--- src/hdl/afd_pkg.sv ---
`timescale 1ns / 1ps
// Shared types, constants and the raw-to-milli-g conversion for the fall detector.
// No dependencies; used by afd_axis_filter and accel_fall_detector.

package afd_pkg;

    // Moving-average window; the average is taken by shift, so keep it a power of two.
    localparam int WINDOW    = 8;
    localparam int WIN_IDX_W = $clog2(WINDOW);

    localparam int RAW_W     = 16;
    localparam int RAW_PER_G = 16384;
    localparam int RAW_SHIFT = $clog2(RAW_PER_G);
    localparam int PROD_W    = 26;
    localparam logic signed [PROD_W-1:0] MG_SCALE = 26'sd1000;

    localparam int MG_W   = 12;
    localparam int SUM_W  = MG_W + WIN_IDX_W;
    localparam int ABS_W  = 11;
    localparam int DIFF_W = 12;
    localparam int MAG_W  = 13;
    localparam int TILT_W = 14;
    localparam int CNT_W  = 10;
    localparam logic [CNT_W-1:0] CNT_MAX = 10'd1023;

    localparam int CFG_IDX_W  = 3;
    localparam int CFG_DATA_W = 14;
    localparam logic [CFG_IDX_W-1:0] CFG_IMPACT = 3'd0;
    localparam logic [CFG_IDX_W-1:0] CFG_TILT   = 3'd1;
    localparam logic [CFG_IDX_W-1:0] CFG_SETTLE = 3'd2;
    localparam logic [CFG_IDX_W-1:0] CFG_HOLD   = 3'd3;

    localparam logic [MAG_W-1:0]  IMPACT_RST = 13'd5400;
    localparam logic [TILT_W-1:0] TILT_RST   = 14'd700;
    localparam logic [CNT_W-1:0]  SETTLE_RST = 10'd40;
    localparam logic [CNT_W-1:0]  HOLD_RST   = 10'd75;

    localparam logic [1:0] MODE_SETTLE  = 2'd0;
    localparam logic [1:0] MODE_MONITOR = 2'd1;
    localparam logic [1:0] MODE_EVENT   = 2'd2;

    typedef struct packed {
        logic signed [RAW_W-1:0] accel_x_raw;
        logic signed [RAW_W-1:0] accel_y_raw;
        logic signed [RAW_W-1:0] accel_z_raw;
    } t_in;

    typedef struct packed {
        logic signed [MG_W-1:0] filt_x;
        logic signed [MG_W-1:0] filt_y;
        logic signed [MG_W-1:0] filt_z;
        logic [MAG_W-1:0]       magnitude;
        logic [TILT_W-1:0]      tilt_change;
        logic [1:0]             mode;
        logic                   event_start;
    } t_out;

    // Per-axis results handed from the filter to the top level.
    typedef struct packed {
        logic signed [MG_W-1:0] filt;
        logic [ABS_W-1:0]       mag_abs;
        logic [DIFF_W-1:0]      diff_abs;
    } t_axis_res;

    // raw * 1000 / 16384, truncated toward zero.
    function automatic logic signed [MG_W-1:0] to_mg(input logic signed [RAW_W-1:0] raw);
        logic signed [PROD_W-1:0] prod;
        logic signed [PROD_W-1:0] biased;
        logic signed [PROD_W-1:0] shifted;
        prod = PROD_W'(raw) * MG_SCALE;
        biased = prod + (prod[PROD_W-1] ? PROD_W'(RAW_PER_G - 1) : PROD_W'(0));
        shifted = biased >>> RAW_SHIFT;
        return shifted[MG_W-1:0];
    endfunction

endpackage

--- src/hdl/afd_axis_filter.sv ---
`timescale 1ns / 1ps
// One axis of the fall detector: moving-average ring, running sum and previous sample.
// Depends on afd_pkg.

module afd_axis_filter (
    input  logic                             i_clk,
    input  logic                             i_rst_n,
    input  logic                             i_en,
    input  logic signed [afd_pkg::MG_W-1:0]  i_mg,
    output afd_pkg::t_axis_res               o_res
);

    logic signed [afd_pkg::MG_W-1:0]  r_ring [afd_pkg::WINDOW];
    logic signed [afd_pkg::SUM_W-1:0] r_sum;
    logic [afd_pkg::WIN_IDX_W-1:0]    r_idx;
    logic signed [afd_pkg::MG_W-1:0]  r_prev;

    logic signed [afd_pkg::SUM_W-1:0] n_sum;
    logic signed [afd_pkg::SUM_W-1:0] biased;
    logic signed [afd_pkg::SUM_W-1:0] shifted;
    logic [afd_pkg::WIN_IDX_W-1:0]    n_idx;
    logic signed [afd_pkg::MG_W-1:0]  n_filt;
    logic signed [afd_pkg::MG_W-1:0]  neg_filt;
    logic signed [afd_pkg::MG_W:0]    diff;
    logic signed [afd_pkg::MG_W:0]    neg_diff;

    always_comb begin
        n_sum = r_sum - afd_pkg::SUM_W'(r_ring[r_idx]) + afd_pkg::SUM_W'(i_mg);
        // bias negative sums so the shift truncates toward zero
        biased = n_sum + (n_sum[afd_pkg::SUM_W-1] ? afd_pkg::SUM_W'(afd_pkg::WINDOW - 1)
                                                  : afd_pkg::SUM_W'(0));
        shifted = biased >>> afd_pkg::WIN_IDX_W;
        n_filt = shifted[afd_pkg::MG_W-1:0];
        neg_filt = -n_filt;
        diff = {n_filt[afd_pkg::MG_W-1], n_filt} - {r_prev[afd_pkg::MG_W-1], r_prev};
        neg_diff = -diff;
        n_idx = (r_idx == afd_pkg::WIN_IDX_W'(afd_pkg::WINDOW - 1)) ? '0 : r_idx + 1'b1;

        o_res.filt = n_filt;
        o_res.mag_abs = n_filt[afd_pkg::MG_W-1] ? neg_filt[afd_pkg::ABS_W-1:0]
                                                : n_filt[afd_pkg::ABS_W-1:0];
        o_res.diff_abs = diff[afd_pkg::MG_W] ? neg_diff[afd_pkg::DIFF_W-1:0]
                                             : diff[afd_pkg::DIFF_W-1:0];
    end

    always_ff @(posedge i_clk) begin
        if (!i_rst_n) begin
            for (int i = 0; i < afd_pkg::WINDOW; i++) begin
                r_ring[i] <= '0;
            end
            r_sum  <= '0;
            r_idx  <= '0;
            r_prev <= '0;
        end else if (i_en) begin
            r_ring[r_idx] <= i_mg;
            r_sum  <= n_sum;
            r_idx  <= n_idx;
            r_prev <= n_filt;
        end
    end

endmodule

--- src/hdl/accel_fall_detector.sv ---
`timescale 1ns / 1ps
// Top level of the fall detector: input stage, three axis filters, mode machine, result register.
// Depends on afd_pkg and afd_axis_filter.

// Accepts one three-axis sample per cycle and returns one result item per sample, passing
// through two registers. The first register holds the samples converted to milli-g; the second is
// the result register, loaded as the 8-entry moving averages, magnitude, tilt change and mode
// are updated. Throughput is one item per cycle, set by that two-register pipeline; input ready
// drops only while both registers are full and the result is not taken. Configuration writes
// take effect at once and are meant to happen while the block is idle.

module accel_fall_detector (
    input  logic                                 i_clk,
    input  logic                                 i_rst_n,
    input  logic                                 i_in_valid,
    output logic                                 o_in_ready,
    input  afd_pkg::t_in                         i_in,
    output logic                                 o_out_valid,
    input  logic                                 i_out_ready,
    output afd_pkg::t_out                        o_out,
    input  logic                                 i_cfg_we,
    input  logic [afd_pkg::CFG_IDX_W-1:0]        i_cfg_index,
    input  logic [afd_pkg::CFG_DATA_W-1:0]       i_cfg_data
);

    typedef enum logic [2:0] {
        S_SETTLE  = 3'b001,
        S_MONITOR = 3'b010,
        S_EVENT   = 3'b100
    } t_mode;

    logic [afd_pkg::MAG_W-1:0]  r_impact_thr;
    logic [afd_pkg::TILT_W-1:0] r_tilt_thr;
    logic [afd_pkg::CNT_W-1:0]  r_settle_samples;
    logic [afd_pkg::CNT_W-1:0]  r_hold_samples;

    logic                             r_a_valid;
    logic signed [afd_pkg::MG_W-1:0]  r_a_x;
    logic signed [afd_pkg::MG_W-1:0]  r_a_y;
    logic signed [afd_pkg::MG_W-1:0]  r_a_z;
    logic                             r_b_valid;
    afd_pkg::t_out                    r_out;

    t_mode                      r_mode;
    t_mode                      n_mode;
    logic [afd_pkg::CNT_W-1:0]  r_settle_cnt;
    logic [afd_pkg::CNT_W-1:0]  n_settle_cnt;
    logic [afd_pkg::CNT_W-1:0]  r_hold_cnt;
    logic [afd_pkg::CNT_W-1:0]  n_hold_cnt;
    logic                       n_start;
    logic [1:0]                 n_mode_code;

    logic                       adv_b;
    logic                       in_fire;
    afd_pkg::t_axis_res         res_x;
    afd_pkg::t_axis_res         res_y;
    afd_pkg::t_axis_res         res_z;
    logic [afd_pkg::MAG_W-1:0]  mag;
    logic [afd_pkg::TILT_W-1:0] tilt;

    assign adv_b       = r_a_valid && (!r_b_valid || i_out_ready);
    assign o_in_ready  = !r_a_valid || adv_b;
    assign in_fire     = i_in_valid && o_in_ready;
    assign o_out_valid = r_b_valid;
    assign o_out       = r_out;

    always_ff @(posedge i_clk) begin
        if (!i_rst_n) begin
            r_impact_thr     <= afd_pkg::IMPACT_RST;
            r_tilt_thr       <= afd_pkg::TILT_RST;
            r_settle_samples <= afd_pkg::SETTLE_RST;
            r_hold_samples   <= afd_pkg::HOLD_RST;
        end else if (i_cfg_we) begin
            case (i_cfg_index)
                afd_pkg::CFG_IMPACT: r_impact_thr     <= i_cfg_data[afd_pkg::MAG_W-1:0];
                afd_pkg::CFG_TILT:   r_tilt_thr       <= i_cfg_data[afd_pkg::TILT_W-1:0];
                afd_pkg::CFG_SETTLE: r_settle_samples <= i_cfg_data[afd_pkg::CNT_W-1:0];
                afd_pkg::CFG_HOLD:   r_hold_samples   <= i_cfg_data[afd_pkg::CNT_W-1:0];
                default: ;
            endcase
        end
    end

    // Input stage: convert to milli-g on the way in.
    always_ff @(posedge i_clk) begin
        if (!i_rst_n) begin
            r_a_valid <= 1'b0;
        end else if (o_in_ready) begin
            r_a_valid <= i_in_valid;
        end
    end

    always_ff @(posedge i_clk) begin
        if (in_fire) begin
            r_a_x <= afd_pkg::to_mg(i_in.accel_x_raw);
            r_a_y <= afd_pkg::to_mg(i_in.accel_y_raw);
            r_a_z <= afd_pkg::to_mg(i_in.accel_z_raw);
        end
    end

    afd_axis_filter u_filt_x (
        .i_clk   (i_clk),
        .i_rst_n (i_rst_n),
        .i_en    (adv_b),
        .i_mg    (r_a_x),
        .o_res   (res_x)
    );

    afd_axis_filter u_filt_y (
        .i_clk   (i_clk),
        .i_rst_n (i_rst_n),
        .i_en    (adv_b),
        .i_mg    (r_a_y),
        .o_res   (res_y)
    );

    afd_axis_filter u_filt_z (
        .i_clk   (i_clk),
        .i_rst_n (i_rst_n),
        .i_en    (adv_b),
        .i_mg    (r_a_z),
        .o_res   (res_z)
    );

    always_comb begin
        mag  = afd_pkg::MAG_W'(res_x.mag_abs) + afd_pkg::MAG_W'(res_y.mag_abs)
             + afd_pkg::MAG_W'(res_z.mag_abs);
        tilt = afd_pkg::TILT_W'(res_x.diff_abs) + afd_pkg::TILT_W'(res_y.diff_abs)
             + afd_pkg::TILT_W'(res_z.diff_abs);

        n_mode       = r_mode;
        n_settle_cnt = r_settle_cnt;
        n_hold_cnt   = r_hold_cnt;
        n_start      = 1'b0;
        case (r_mode)
            S_SETTLE: begin
                if (r_settle_cnt < afd_pkg::CNT_MAX) begin
                    n_settle_cnt = r_settle_cnt + 1'b1;
                end
                if (n_settle_cnt >= r_settle_samples) begin
                    n_mode = S_MONITOR;
                end
            end
            S_MONITOR: begin
                if (mag >= r_impact_thr && tilt >= r_tilt_thr) begin
                    n_mode     = S_EVENT;
                    n_hold_cnt = '0;
                    n_start    = 1'b1;
                end
            end
            S_EVENT: begin
                if (r_hold_cnt < afd_pkg::CNT_MAX) begin
                    n_hold_cnt = r_hold_cnt + 1'b1;
                end
                if (n_hold_cnt >= r_hold_samples) begin
                    n_mode = S_MONITOR;
                end
            end
            default: begin
                n_mode       = S_SETTLE;
                n_settle_cnt = '0;
            end
        endcase

        case (n_mode)
            S_MONITOR: n_mode_code = afd_pkg::MODE_MONITOR;
            S_EVENT:   n_mode_code = afd_pkg::MODE_EVENT;
            default:   n_mode_code = afd_pkg::MODE_SETTLE;
        endcase
    end

    always_ff @(posedge i_clk) begin
        if (!i_rst_n) begin
            r_mode       <= S_SETTLE;
            r_settle_cnt <= '0;
            r_hold_cnt   <= '0;
            r_b_valid    <= 1'b0;
        end else begin
            if (adv_b) begin
                r_mode       <= n_mode;
                r_settle_cnt <= n_settle_cnt;
                r_hold_cnt   <= n_hold_cnt;
                r_b_valid    <= 1'b1;
            end else if (i_out_ready) begin
                r_b_valid <= 1'b0;
            end
        end
    end

    always_ff @(posedge i_clk) begin
        if (adv_b) begin
            r_out.filt_x      <= res_x.filt;
            r_out.filt_y      <= res_y.filt;
            r_out.filt_z      <= res_z.filt;
            r_out.magnitude   <= mag;
            r_out.tilt_change <= tilt;
            r_out.mode        <= n_mode_code;
            r_out.event_start <= n_start;
        end
    end

    a_start_in_event: assert property (@(posedge i_clk) disable iff (!i_rst_n)
        (o_out_valid && o_out.event_start) |-> (o_out.mode == afd_pkg::MODE_EVENT))
        else $error("event_start reported outside event mode");

    a_stall_only_when_full: assert property (@(posedge i_clk) disable iff (!i_rst_n)
        !o_in_ready |-> (r_a_valid && r_b_valid && !i_out_ready))
        else $error("input stalled with room in the pipeline");

    a_advance_fills_output: assert property (@(posedge i_clk) disable iff (!i_rst_n)
        adv_b |=> o_out_valid)
        else $error("advanced item missing from result register");

endmodule
--- config.mk ---
export PLATFORM = sky130hd
export DESIGN_NAME = accel_fall_detector
export DESIGN_NICKNAME = d
export VERILOG_FILES = /design/src/hdl/afd_pkg.sv /design/src/hdl/afd_axis_filter.sv /design/src/hdl/accel_fall_detector.sv
export SDC_FILE = /design/constraint.sdc
export NUM_CORES = 2
export LEC_CHECK = 0
export BUFFER_PORTS_ARGS = -buffer_cell sky130_fd_sc_hd__buf_2
export CAP_MARGIN = 20
export CORE_ASPECT_RATIO = 0.8
export CORE_UTILIZATION = 64
export CTS_CLUSTER_SIZE = 8
export DETAILED_ROUTE_END_ITERATION = 16
export PLACE_DENSITY = 0.82
export SLEW_MARGIN = 10
export SYNTH_ARGS = -nofsm -noshare
export SYNTH_HDL_FRONTEND = slang
export SYNTH_HIERARCHICAL = 1
export SYNTH_SLANG_ARGS = --single-unit
--- constraint.sdc ---
create_clock -name i_clk -period 13.74 [get_ports i_clk]
set_input_delay 0.687 -clock i_clk [delete_from_list [all_inputs] [get_ports i_clk]]
set_output_delay 0.687 -clock i_clk [all_outputs]
set_load 0.02 [all_outputs]
==> Implementation_results.wiki <==
{| class="wikitable"
! Metric !! Value
|-
| Critical Path Fanout Max || 15
|-
| Number of placed instances, taps included || 5254
|-
| Category of the most critical setup path || reg -> reg
|-
| Residual DRC count || 0
|-
| Critical Path Start Type || flop
|-
| Post-Route Hold Slack || 0.308 ns
|-
| Cell row count || 85
|-
| ANT nets after route || 0
|-
| Routed wire length per instance || 18.9 um
|-
| Rel. slew slack || 26.1%
|-
| Final cycle utilization of the critical path || 90.1%
|-
| Unique masters post-synth || 119
|-
| All-Layer GR Usage || 29.7%
|-
| Cell type of the slowest stage on the worst timing path || sky130_fd_sc_hd__dfxtp_1
|-
| Overall routed net length || 102000 um
|-
| Setup TNS || 0 ns
|-
| Mean instance size in the synthesized netlist || 10.1 sq um
|-
| Main combinational cell family by area after synthesis || adder cells
|-
| Area taken by multi-input logic gates || 0.0247 sq mm
|-
| Signed area change from the synthesized netlist to the final layout || 9.14%
|-
| Sequential area share after synthesis || 34.8%
|-
| Skew-Pair Late Insertion Delay || 0.63 ns
|-
| Most frequently used flop master after synthesis || sky130_fd_sc_hd__edfxtp_1
|-
| Time the final worst path needs with I/O delays and setup || 12.38 ns
|-
| Max frequency || 80.8 MHz
|-
| Area fraction in and, or, nand and nor cells after synthesis || 13.1%
|-
| Bufs on Longest Clock Path || 3
|-
| Maximum number of pins on one net before global-route repair || 106
|-
| Register bit total from synthesis || 561
|-
| Total via count after detailed routing || 32372
|-
| Synthesis Warnings || 6
|-
| Post-detailed-placement half-perimeter wirelength || 74300 um
|-
| Leading cell type in the layout, fill and taps excluded || sky130_fd_sc_hd__inv_1
|-
| Last weighted congestion value of the routability-driven placer || 0.941
|-
| Number of synthesized flops with an enable pin || 390
|-
| Count of endpoints failing hold in the final timing report || 0
|-
| Ratio of cells with drive above 1 in the final layout || 10.5%
|-
| Unrepaired setup endpoints after global routing || no
|-
| Most frequent cells in the layout || 764 x sky130_fd_sc_hd__inv_1, 390 x sky130_fd_sc_hd__edfxtp_1, 359 x sky130_fd_sc_hd__ha_1, 242 x sky130_fd_sc_hd__fa_1, 230 x sky130_fd_sc_hd__nand2_1
|-
| TritonCTS Buffers || 81
|-
| Number of hold buffers added after CTS || 0
|-
| Area used by sequential logic in the layout || 0.0151 sq mm
|-
| Async S/R FF share, synth || 0%
|-
| Xor and xnor area share after synthesis || 5.55%
|-
| Vias in the first global route || 31386
|-
| Antenna violations before repair || 3
|-
| Post-layout nets || 5098
|-
| Compound-gate portion of the synthesized area || 10.5%
|-
| Final setup violation count || 0
|-
| Number of buffers inserted by post-CTS setup repair || 0
|-
| Ports placed on the boundary || 138
|-
| Cells after Synth || 4317
|-
| Fin Clk Skew || 0.0230 ns
|-
| Final Worst Setup Slack || 1.36 ns
|-
| Count of fill cells added during filler insertion || 4801
|-
| Number of gates given a new drive strength after cts || 0
|-
| Arrival time of the worst setup path || 12.91 ns
|-
| Endpoint required time on the critical path || 14.27 ns
|-
| Portion of synthesized cell area occupied by the leading cell type || 26.9%
|-
| Wire length of the first global-routing pass || 165000 um
|-
| Category of the worst setup path capture point || flop
|-
| Total die area || 0.0690 sq mm
|-
| Finished Layout Cells || 5397
|-
| Max Slew Vio Count || 0
|-
| Clock tree root buffer cell || sky130_fd_sc_hd__clkbuf_16
|-
| Detailed Route Iter0 Violations || 3365
|-
| Post-Syn Area || 0.0435 sq mm
|-
| PortBufs || 137
|-
| Pin slew with the least headroom to its limit || 1.11 ns
|-
| Mux cell area share after synthesis || 6.20%
|-
| Die width || 293 um
|-
| Detailed-router iteration count before antenna repair || 6
|-
| # Max-Cap Violations || 0
|-
| Pre-CTS worst setup slack || 1.51 ns
|-
| Worst hold path class || in -> reg
|-
| CTS tree || done
|-
| Delay of the slowest cell on the worst path || 1.00 ns
|-
| Deepest level of the CTS H-tree || 3
|-
| Sum of overflow across all layers after global routing || 0
|-
| Clock transition at the registers of the reported paths || 0.05 ns
|-
| Status || finished clean
|-
| Cells taking the most area after synthesis || sky130_fd_sc_hd__edfxtp_1 27%, sky130_fd_sc_hd__fa_1 11%, sky130_fd_sc_hd__ha_1 10%
|-
| Cell taking the most area after synthesis || sky130_fd_sc_hd__edfxtp_1
|-
| Synth Area in Adders || 21.5%
|-
| Net count after synthesis || 4988
|-
| Clock sink count || 561
|-
| Initial cell density of the core || 64.7%
|-
| Placeable core region || 0.0672 sq mm
|-
| Y dimension of the die || 235 um
|-
| Vias/cell || 6.00
|}
[metrics by stage]
| step | utilization [%] | instance area [sq um] |
|---|---|---|
| finish | 70.6 | 47500 |
| detailed placement | 67.1 | 45100 |
| global placement | 67.1 | 45100 |
| CTS | 70.6 | 47400 |
| global route | 70.6 | 47500 |
| floorplan | - | 43500 |
[routing by layer]
layer / track usage, % / part of all wire [%] / wire (um)
met1: 43.3 / 44 / 44600
met2: 46.7 / 46 / 46700
met3: 4.62 / 8.3 / 8430
met4: 7.37 / 2.1 / 2110
met5: 0 / 0 / 0
[final timing paths]
check	start	end	slack [ns]	cells past startpoint
worst max-delay path	flop	r_hold_cnt[3]	1.36	42
worst min-delay path	i_in_valid	r_a_valid	0.31	3
worst max register to register	flop	r_hold_cnt[3]	1.36	42
worst min register to register	r_tilt_thr[11]	r_tilt_thr[11]	0.46	2
[synthesized netlist by cell type, drive strengths merged, types with 10 or more instances]
library cell / n
nor3b: 14
a211oi: 53
mux2i: 59
nand2b: 39
o211ai: 28
xnor2: 180
buf: 39
nor2: 208
and3: 31
nor2b: 44
o21a: 25
o31ai: 21
and2: 64
nand2: 230
o21ai: 138
a22oi: 10
nand4: 20
a21o: 45
clkbuf: 124
a31oi: 19
a21boi: 41
mux2: 40
dfxtp: 171
xor2: 91
edfxtp: 390
or3: 22
mux4: 72
nor3: 196
nand3: 56
ha: 359
a21oi: 131
clkinv: 34
o21bai: 19
or2: 11
fa: 242
inv: 766
nor4: 124
[registers in the layout, indices dropped and copies added, names as in the netlist, 10 cells and up, named ones only]
signal            flops
r_settle_cnt         10
u_filt_y/r_ring      96
r_settle_samples     10
r_tilt_thr           14
r_hold_samples       10
r_hold_cnt           10
u_filt_y/r_prev      12
u_filt_z/r_ring      96
u_filt_x/r_sum       15
r_a_x                12
r_a_y                12
u_filt_y/r_sum       15
r_a_z                12
o_out                66
u_filt_z/r_prev      12
u_filt_z/r_sum       15
u_filt_x/r_ring      96
r_impact_thr         13
u_filt_x/r_prev      12
[logic make-up (layout without fill, tap and decap cells)]
family / Yosys count / count (layout)
and+or+nand+nor: 1099 / 1099
buffers and inverters: 963 / 1128
AOI/OAI and AO/OA: 651 / 651
adders and majority gates: 601 / 601
DFF: 561 / 561
xor gates and xnor gates: 271 / 271
muxes: 171 / 171
other: 0 / 2
[worst max-delay path: cells and delay by family (launching register included)]
kind            cells  cell delay (ns)
flops               1             1.00
simple gates        7             1.17
mux                 2             0.86
compound gates     22             5.77
xor+xnor            3             0.69
buf+inv             2             0.42
fa+ha+maj           6             2.38
[area by class of cell]
cell class / count / area share [%]
multi-input combinational: 2793 / 52.1
tap: 913 / 2.41
clock inverter: 6 / 0.179
inverter: 800 / 6.34
antenna: 2 / 0.0105
timing repair buffer: 190 / 2.32
sequential: 561 / 31.9
clock buffer: 132 / 4.78
Power is left out: the tool's default activity adds up to more than one toggle a clock period on the data nets, which glitch-free logic cannot reach.
